$ cat config.mk
export PLATFORM = sky130hd
export DESIGN_NAME = magnetometer_min_max_calibration
export DESIGN_NICKNAME = d
export VERILOG_FILES = /design/src/hdl/mmcal_pkg.sv /design/src/hdl/magnetometer_min_max_calibration.sv
export SDC_FILE = /design/constraint.sdc
export NUM_CORES = 1
export LEC_CHECK = 0
export ABC_CLOCK_PERIOD_IN_PS = 7300
export BUFFER_PORTS_ARGS = -buffer_cell sky130_fd_sc_hd__buf_2
export CORE_MARGIN = 10
export CORE_UTILIZATION = 35
export DETAILED_ROUTE_END_ITERATION = 6
export GPL_TIMING_DRIVEN = 0
export SLEW_MARGIN = 20
export SYNTH_ARGS = -nofsm -noshare
export SYNTH_HDL_FRONTEND = slang
export SYNTH_SLANG_ARGS = --single-unit
$ cat constraint.sdc
create_clock -name clk_i -period 7.3 [get_ports clk_i]
set_clock_uncertainty 0.1 [all_clocks]
set_input_delay 0 -clock clk_i [delete_from_list [all_inputs] [get_ports clk_i]]
set_output_delay 0 -clock clk_i [all_outputs]
set_load 0.01 [all_outputs]
$ cat src/hdl/mmcal_pkg.sv
package mmcal_pkg;

  // Field and sample format.
  localparam int DATA_W      = 16;
  localparam int FRAC_BITS   = 12;
  localparam int SAMPLE_BITS = 16;
  localparam int SAMPLE_SHIFT = DATA_W - SAMPLE_BITS;

  // Divider widths. The quotient needs one bit past the output range so that
  // clipping can be detected; anything wider is caught before the division.
  localparam int NUM_W = DATA_W + 2;
  localparam int DEN_W = DATA_W + 1;
  localparam int MAG_W = DATA_W;
  localparam int QUO_W = DATA_W + 1;
  localparam int UN_W  = NUM_W + FRAC_BITS;
  localparam int HI_W  = UN_W - QUO_W;
  localparam int CNT_W = $clog2(QUO_W);

  localparam logic signed [DATA_W-1:0] VAL_MAX = {1'b0, {(DATA_W-1){1'b1}}};
  localparam logic signed [DATA_W-1:0] VAL_MIN = {1'b1, {(DATA_W-1){1'b0}}};

  localparam logic [QUO_W-1:0] QUO_POS_LIMIT = QUO_W'(2**(DATA_W-1) - 1);
  localparam logic [QUO_W-1:0] QUO_NEG_LIMIT = QUO_W'(2**(DATA_W-1));

  localparam logic MODE_CAL   = 1'b0;
  localparam logic MODE_APPLY = 1'b1;

  localparam logic AXIS_X = 1'b0;
  localparam logic AXIS_Y = 1'b1;

  typedef enum logic [2:0] {
    ST_IDLE,
    ST_PREP,
    ST_DIV,
    ST_FIN,
    ST_WRITE
  } state_e;

endpackage

$ cat src/hdl/magnetometer_min_max_calibration.sv
// Two-axis magnetometer hard-iron calibration by min/max tracking. A calibration
// request (mode 0) widens the running x/y extremes; with last set, the extremes
// are committed as the calibration and the trackers return to their reset
// values. An apply request (mode 1) returns (2v - high - low) / (high - low) per
// axis in signed fixed point with FRAC_BITS fraction bits, truncated toward zero
// and clipped to 16 bits; a zero span gives 0 and sets that axis's flag. Every
// request yields exactly one result, held in an output register until taken. The
// block works on one request at a time: a calibration request goes from
// acceptance to the write state, an apply request first through the divider for
// both axes. The apply time is set by one shared restoring divider that
// produces one quotient bit per cycle for x and then for y; each axis passes a
// setup step, 17 division steps and a finishing step, and an axis with zero
// span or a quotient beyond 17 bits takes only its setup step. The write state
// waits while a previous result is still held untaken. A new request is taken
// once the previous one has reached the result register.
module magnetometer_min_max_calibration
  import mmcal_pkg::*;
(
  input  logic                     clk_i,
  input  logic                     rst_ni,

  input  logic                     in_valid_i,
  output logic                     in_ready_o,
  input  logic                     mode_i,
  input  logic signed [DATA_W-1:0] x_sample_i,
  input  logic signed [DATA_W-1:0] y_sample_i,
  input  logic                     last_i,

  output logic                     out_valid_o,
  input  logic                     out_ready_i,
  output logic                     result_kind_o,
  output logic signed [DATA_W-1:0] norm_x_o,
  output logic signed [DATA_W-1:0] norm_y_o,
  output logic                     x_zero_span_o,
  output logic                     y_zero_span_o,
  output logic                     saturated_o,
  output logic signed [DATA_W-1:0] x_high_o,
  output logic signed [DATA_W-1:0] x_low_o,
  output logic signed [DATA_W-1:0] y_high_o,
  output logic signed [DATA_W-1:0] y_low_o
);

  state_e state_q, state_d;

  // Latched request.
  logic                     mode_q;
  logic                     last_q;
  logic signed [DATA_W-1:0] x_q;
  logic signed [DATA_W-1:0] y_q;

  // Trackers and committed calibration.
  logic signed [DATA_W-1:0] trk_xh_q, trk_xl_q, trk_yh_q, trk_yl_q;
  logic signed [DATA_W-1:0] cal_xh_q, cal_xl_q, cal_yh_q, cal_yl_q;

  // Divider and per-request results.
  logic                     axis_q;
  logic                     neg_q;
  logic [MAG_W-1:0]         ud_q;
  logic [MAG_W-1:0]         rem_q;
  logic [QUO_W-1:0]         dvd_q;
  logic [CNT_W-1:0]         cnt_q;
  logic signed [DATA_W-1:0] nx_q, ny_q;
  logic                     zx_q, zy_q, sat_q;

  logic out_valid_q;

  // Control decoded from the state.
  logic in_take;
  logic out_load;

  // Sample sign extension from SAMPLE_BITS.
  logic signed [DATA_W-1:0] x_shl, y_shl, x_ext, y_ext;

  // Operand selection and setup for the current axis.
  logic signed [DATA_W-1:0] v_sel, hi_sel, lo_sel;
  logic signed [NUM_W-1:0]  num;
  logic signed [DEN_W-1:0]  den;
  logic [NUM_W-1:0]         num_mag;
  logic [DEN_W-1:0]         den_mag;
  logic [UN_W-1:0]          un;
  logic [MAG_W-1:0]         ud;
  logic                     den_zero;
  logic                     quo_big;

  // One restoring step.
  logic [MAG_W:0]           trial;
  logic                     take_bit;

  // Final quotient handling.
  logic                     fin_sat;
  logic signed [DATA_W-1:0] fin_val;

  // Tracker update for a calibration request.
  logic signed [DATA_W-1:0] new_xh, new_xl, new_yh, new_yl;

  assign x_shl = x_sample_i <<< SAMPLE_SHIFT;
  assign y_shl = y_sample_i <<< SAMPLE_SHIFT;
  assign x_ext = x_shl >>> SAMPLE_SHIFT;
  assign y_ext = y_shl >>> SAMPLE_SHIFT;

  assign v_sel  = (axis_q == AXIS_Y) ? y_q      : x_q;
  assign hi_sel = (axis_q == AXIS_Y) ? cal_yh_q : cal_xh_q;
  assign lo_sel = (axis_q == AXIS_Y) ? cal_yl_q : cal_xl_q;

  assign num = (NUM_W'(v_sel) <<< 1) - NUM_W'(hi_sel) - NUM_W'(lo_sel);
  assign den = DEN_W'(hi_sel) - DEN_W'(lo_sel);
  assign num_mag  = num[NUM_W-1] ? NUM_W'(-num) : NUM_W'(num);
  assign den_mag  = den[DEN_W-1] ? DEN_W'(-den) : DEN_W'(den);
  assign un       = UN_W'(num_mag) << FRAC_BITS;
  assign ud       = den_mag[MAG_W-1:0];
  assign den_zero = (den == '0);
  // A quotient of 2**QUO_W or more is clipped without dividing.
  assign quo_big  = (MAG_W'(un[UN_W-1:QUO_W]) >= ud);

  assign trial    = {rem_q, dvd_q[QUO_W-1]} - {1'b0, ud_q};
  assign take_bit = ~trial[MAG_W];

  always_comb begin
    if (!neg_q) begin
      fin_sat = (dvd_q > QUO_POS_LIMIT);
      fin_val = fin_sat ? VAL_MAX : DATA_W'(dvd_q);
    end else begin
      fin_sat = (dvd_q > QUO_NEG_LIMIT);
      fin_val = fin_sat ? VAL_MIN : DATA_W'(-dvd_q);
    end
  end

  assign new_xh = (x_q > trk_xh_q) ? x_q : trk_xh_q;
  assign new_xl = (x_q < trk_xl_q) ? x_q : trk_xl_q;
  assign new_yh = (y_q > trk_yh_q) ? y_q : trk_yh_q;
  assign new_yl = (y_q < trk_yl_q) ? y_q : trk_yl_q;

  // Next state.
  always_comb begin
    state_d = state_q;
    unique case (state_q)
      ST_IDLE: begin
        if (in_valid_i) begin
          state_d = (mode_i == MODE_APPLY) ? ST_PREP : ST_WRITE;
        end
      end
      ST_PREP: begin
        if (den_zero || quo_big) begin
          state_d = (axis_q == AXIS_Y) ? ST_WRITE : ST_PREP;
        end else begin
          state_d = ST_DIV;
        end
      end
      ST_DIV: begin
        if (cnt_q == '0) begin
          state_d = ST_FIN;
        end
      end
      ST_FIN: begin
        state_d = (axis_q == AXIS_Y) ? ST_WRITE : ST_PREP;
      end
      ST_WRITE: begin
        if (!out_valid_q || out_ready_i) begin
          state_d = ST_IDLE;
        end
      end
      default: state_d = ST_IDLE;
    endcase
  end

  // Outputs of the sequencer.
  always_comb begin
    in_take  = 1'b0;
    out_load = 1'b0;
    unique case (state_q)
      ST_IDLE:  in_take  = in_valid_i;
      ST_WRITE: out_load = ~out_valid_q | out_ready_i;
      default: begin
        in_take  = 1'b0;
        out_load = 1'b0;
      end
    endcase
  end

  assign in_ready_o = (state_q == ST_IDLE);

  always_ff @(posedge clk_i or negedge rst_ni) begin
    if (!rst_ni) begin
      state_q     <= ST_IDLE;
      out_valid_q <= 1'b0;
      trk_xh_q    <= VAL_MIN;
      trk_xl_q    <= VAL_MAX;
      trk_yh_q    <= VAL_MIN;
      trk_yl_q    <= VAL_MAX;
      cal_xh_q    <= '0;
      cal_xl_q    <= '0;
      cal_yh_q    <= '0;
      cal_yl_q    <= '0;
    end else begin
      state_q <= state_d;
      if (out_load) begin
        out_valid_q <= 1'b1;
      end else if (out_ready_i) begin
        out_valid_q <= 1'b0;
      end
      if (out_load && mode_q == MODE_CAL) begin
        if (last_q) begin
          cal_xh_q <= new_xh;
          cal_xl_q <= new_xl;
          cal_yh_q <= new_yh;
          cal_yl_q <= new_yl;
          trk_xh_q <= VAL_MIN;
          trk_xl_q <= VAL_MAX;
          trk_yh_q <= VAL_MIN;
          trk_yl_q <= VAL_MAX;
        end else begin
          trk_xh_q <= new_xh;
          trk_xl_q <= new_xl;
          trk_yh_q <= new_yh;
          trk_yl_q <= new_yl;
        end
      end
    end
  end

  // Request latch and divider datapath.
  always_ff @(posedge clk_i) begin
    if (in_take) begin
      mode_q <= mode_i;
      last_q <= last_i;
      x_q    <= x_ext;
      y_q    <= y_ext;
      axis_q <= AXIS_X;
      nx_q   <= '0;
      ny_q   <= '0;
      zx_q   <= 1'b0;
      zy_q   <= 1'b0;
      sat_q  <= 1'b0;
    end

    if (state_q == ST_PREP) begin
      neg_q <= num[NUM_W-1] ^ den[DEN_W-1];
      ud_q  <= ud;
      rem_q <= MAG_W'(un[UN_W-1:QUO_W]);
      dvd_q <= un[QUO_W-1:0];
      cnt_q <= CNT_W'(QUO_W - 1);
      if (den_zero) begin
        if (axis_q == AXIS_Y) begin
          zy_q <= 1'b1;
        end else begin
          zx_q <= 1'b1;
        end
      end else if (quo_big) begin
        sat_q <= 1'b1;
        if (axis_q == AXIS_Y) begin
          ny_q <= (num[NUM_W-1] ^ den[DEN_W-1]) ? VAL_MIN : VAL_MAX;
        end else begin
          nx_q <= (num[NUM_W-1] ^ den[DEN_W-1]) ? VAL_MIN : VAL_MAX;
        end
      end
      if (den_zero || quo_big) begin
        axis_q <= AXIS_Y;
      end
    end

    if (state_q == ST_DIV) begin
      if (take_bit) begin
        rem_q <= trial[MAG_W-1:0];
      end else begin
        rem_q <= {rem_q[MAG_W-2:0], dvd_q[QUO_W-1]};
      end
      dvd_q <= {dvd_q[QUO_W-2:0], take_bit};
      cnt_q <= cnt_q - 1'b1;
    end

    if (state_q == ST_FIN) begin
      if (fin_sat) begin
        sat_q <= 1'b1;
      end
      if (axis_q == AXIS_Y) begin
        ny_q <= fin_val;
      end else begin
        nx_q <= fin_val;
      end
      axis_q <= AXIS_Y;
    end

    if (out_load) begin
      result_kind_o <= mode_q;
      norm_x_o      <= nx_q;
      norm_y_o      <= ny_q;
      x_zero_span_o <= zx_q;
      y_zero_span_o <= zy_q;
      saturated_o   <= sat_q;
      if (mode_q == MODE_CAL) begin
        x_high_o <= new_xh;
        x_low_o  <= new_xl;
        y_high_o <= new_yh;
        y_low_o  <= new_yl;
      end else begin
        x_high_o <= trk_xh_q;
        x_low_o  <= trk_xl_q;
        y_high_o <= trk_yh_q;
        y_low_o  <= trk_yl_q;
      end
    end
  end

  assign out_valid_o = out_valid_q;

endmodule

==> flow_summary.toml <==
[timing]
finalCritPeriodShare = 0.948
hold_viol = 0
max_freq_ghz = 0.144
setup_tns_ps = 0
slew_viol_final = 0
setup_viol = 0
post-route-min-period_ps = 6920
hold_slack_ps = 41.9
maxSlewHeadroom = 0.252
rsz0062_at_grt = "no"
tightest_slew_ps = 1110

[min_path]
hold_start = "x_sample_i[9]"
whs_path_depth = 2
hold_class = "in2reg"
whs_endpoint = "x_q[9]$_DFFE_PP_"

[job]
drv_cap = 0

[die]
ioPinCount = 140
floorplan.initialDensity = 0.355
rows = 89
coreArea_sq_um = 59200
fp.dieW_microns = 265
die_y_microns = 265
die_area_sq_um = 70200

[yosys]
synth.area.top_cells = "edfxtp_1 27%, dfrtp_1 12%, ha_1 8.6%"
yosysMostFrequentCell = "edfxtp_1"
synth_seq_area_share = 0.464
synth_top_area_share = 0.270
synth_top_cell_by_area = "edfxtp_1"
async_flop_share = 0.370
synthCells = 2031
synth_ff_type = "edfxtp_1"
synth_compound_area_frac = 0.173
synth_nets = 2231
syn_area_sq_um = 21000
ys_ff_latch = 357
synthXorXnorAreaFrac = 0.0287
synthAdderAreaFrac = 0.103
synth.avg_cell_area_sq_um = 10.3
yosys.cell_types.count = 92
ys_top_cells_by_count = "189 x edfxtp_1, 178 x nand2_1, 163 x o21ai_0, 159 x inv_1, 144 x ha_1"
synth_simple_gate_area_frac = 0.120
synth_top_family_by_area = "compound AO/OA/AOI/OAI gates"
yosys-mux-area-fraction = 0.0667
synth_edf_count = 189
yosysWarnings = 0

[finish]
postLayoutCellArea_sq_um = 24700
largest_register = "dvd_q"
largest_register_ffs = 17
layout.nets = 2456
n_antenna_cell = 0
drive_gt1_frac = 0.158
area_delta_synth_final_pct = 17.5

[critical_path]
path_buf_inv = 4
r2r-start = "axis_q$_SDFF_PP1_"
crit_family = "compound AO/OA/AOI/OAI gates"
crit_path_max_fanout = 10
cp_common_cell = "buf_4"
rr_worst_depth = 26
r2r-end = "ny_q[9]$_DFF_P_"
cp.arrival_ps = 7270
crit_type = "reg2reg"
endpoint_kind = "flop"
start_kind = "flop"
max_stage_delay_ps = 550
critPathSlowestCell = "mux2i_1"
critPathRequiredTime_ps = 7650
regToRegSetupSlack_ps = 380

[global_route]
grt_max_degree = 86
grt_pass1_vias = 16700
grt_pass1_wl_microns = 95400
grt-ovfl-total = 0
antenna_found_initial = 0
grt_use_total = 0.170

[routing]
drt_pass1_iterations = 5
drt-total-wl_microns = 61100
via_per_inst = 5.37
ant_nets = 0
drt_iter0_drc = 1219
vias = 16400
post_drt_wl_per_cell_microns = 20.0
drc = 0

[clock_tree]
htree_num_levels = 2
cts_tree = "built"
cts_buffer_depth = 3
cts_root_buffer = "clkbuf_16"
clk_pin_slew_ps = 60
clkSinkCount = 357
clock_latency_ps = 570
cts_inserted_buffers = 41

[place]
dp_hpwl_microns = 46100
dpl_cell_area_sq_um = 22800
portBuffers = 139
place.gp.congestion = 0.934

[run_status]
status = "finished clean"
-- kinds of logic (layout without fill, tap and decap cells) --
family / after synthesis / after routing
AOI/OAI and AO/OA: 548 / 548
buffers and inverters: 245 / 502
DFF: 357 / 357
muxes: 133 / 133
xor gates and xnor gates: 68 / 68
adders and majority gates: 162 / 162
and+or+nand+nor: 518 / 518
-- worst max path at each step --
| stage | from | to | slack, ps | cells after the start |
|---|---|---|---|---|
| after floorplan | axis_q$_SDFF_PP1_ | ny_q[10]$_DFF_P_ | 790 | 28 |
| after global placement | axis_q$_SDFF_PP1_ | ny_q[13]$_DFF_P_ | -800 | 27 |
| after detailed placement | axis_q$_SDFF_PP1_ | ny_q[6]$_DFF_P_ | -920 | 27 |
| after CTS | axis_q$_SDFF_PP1_ | ny_q[6]$_DFF_P_ | 60 | 27 |
| after global routing | axis_q$_SDFF_PP1_ | ny_q[12]$_DFF_P_ | 4 | 28 |
| final | axis_q$_SDFF_PP1_ | ny_q[9]$_DFF_P_ | 380 | 26 |
-- worst reg2reg max path: cells and delay by family, from the launching register on --
family / cells / cell delay, ps
xor+xnor: 2 / 420
fa+ha+maj: 3 / 1050
mux: 1 / 560
compound gates: 10 / 2530
simple gates: 6 / 810
flops: 1 / 370
buf+inv: 4 / 980
-- area by class of cell --
| class | instances | area (sq um) |
|---|---|---|
| Buffer | 85 | 383 |
| Inverter | 160 | 606 |
| Clock inverter | 20 | 158 |
| Sequential cell | 357 | 9740 |
| Timing Repair Buffer | 182 | 1200 |
| Multi-Input combinational cell | 1429 | 10500 |
| Fill cell | 5733 | 34600 |
| Clock buffer | 55 | 1130 |
| Tap cell | 773 | 967 |
-- per-layer routing --
layer  global-route usage  up-vias  wire length, microns
met5                    0        -                     0
met4               0.0565        0                  1840
met3               0.0250       90                  2610
met2                0.292      404                 29700
met1                0.215     8099                 26900
li1                     -     7852                     -
-- metrics by stage --
step / setup WS [ps] / instances / util
after global routing: 3.55 / 3061 / 0.417
after global placement: -803 / 2943 / 0.383
final: 378 / 3061 / 0.417
after detailed placement: -925 / 2947 / 0.385
after floorplan: 792 / 2031 / -
after CTS: 59.8 / 3061 / 0.414
-- cell usage in the layout, fill, tap and decap left out, drive strengths merged, types with 22 or more instances in the layout --
cell	n
a21o	30
nand2	178
clkbuf	124
mux2i	80
buf	160
nand2b	25
dfxtp	36
xnor2	49
inv	163
dfrtp	100
o21ai	178
nor3	23
dlygate4sd3	38
a311o	24
edfxtp	189
o22ai	30
a22oi	28
nor2	131
ha	144
nor2b	28
dfstp	32
nand3	22
mux2	53
a21oi	104
-- what timing repair did --
action | CTS | global route
hold buffers | 39 | 0
buffers inserted | 0 | 0
gates cloned | 0 | 0
setup endpoints to repair | 37 | 35
resized for setup | 19 | 33
endpoints found under the hold margin | 166 | 0
Power is not shown: default switching activity piles up to over one toggle a cycle in this logic, so the estimate is an artifact.
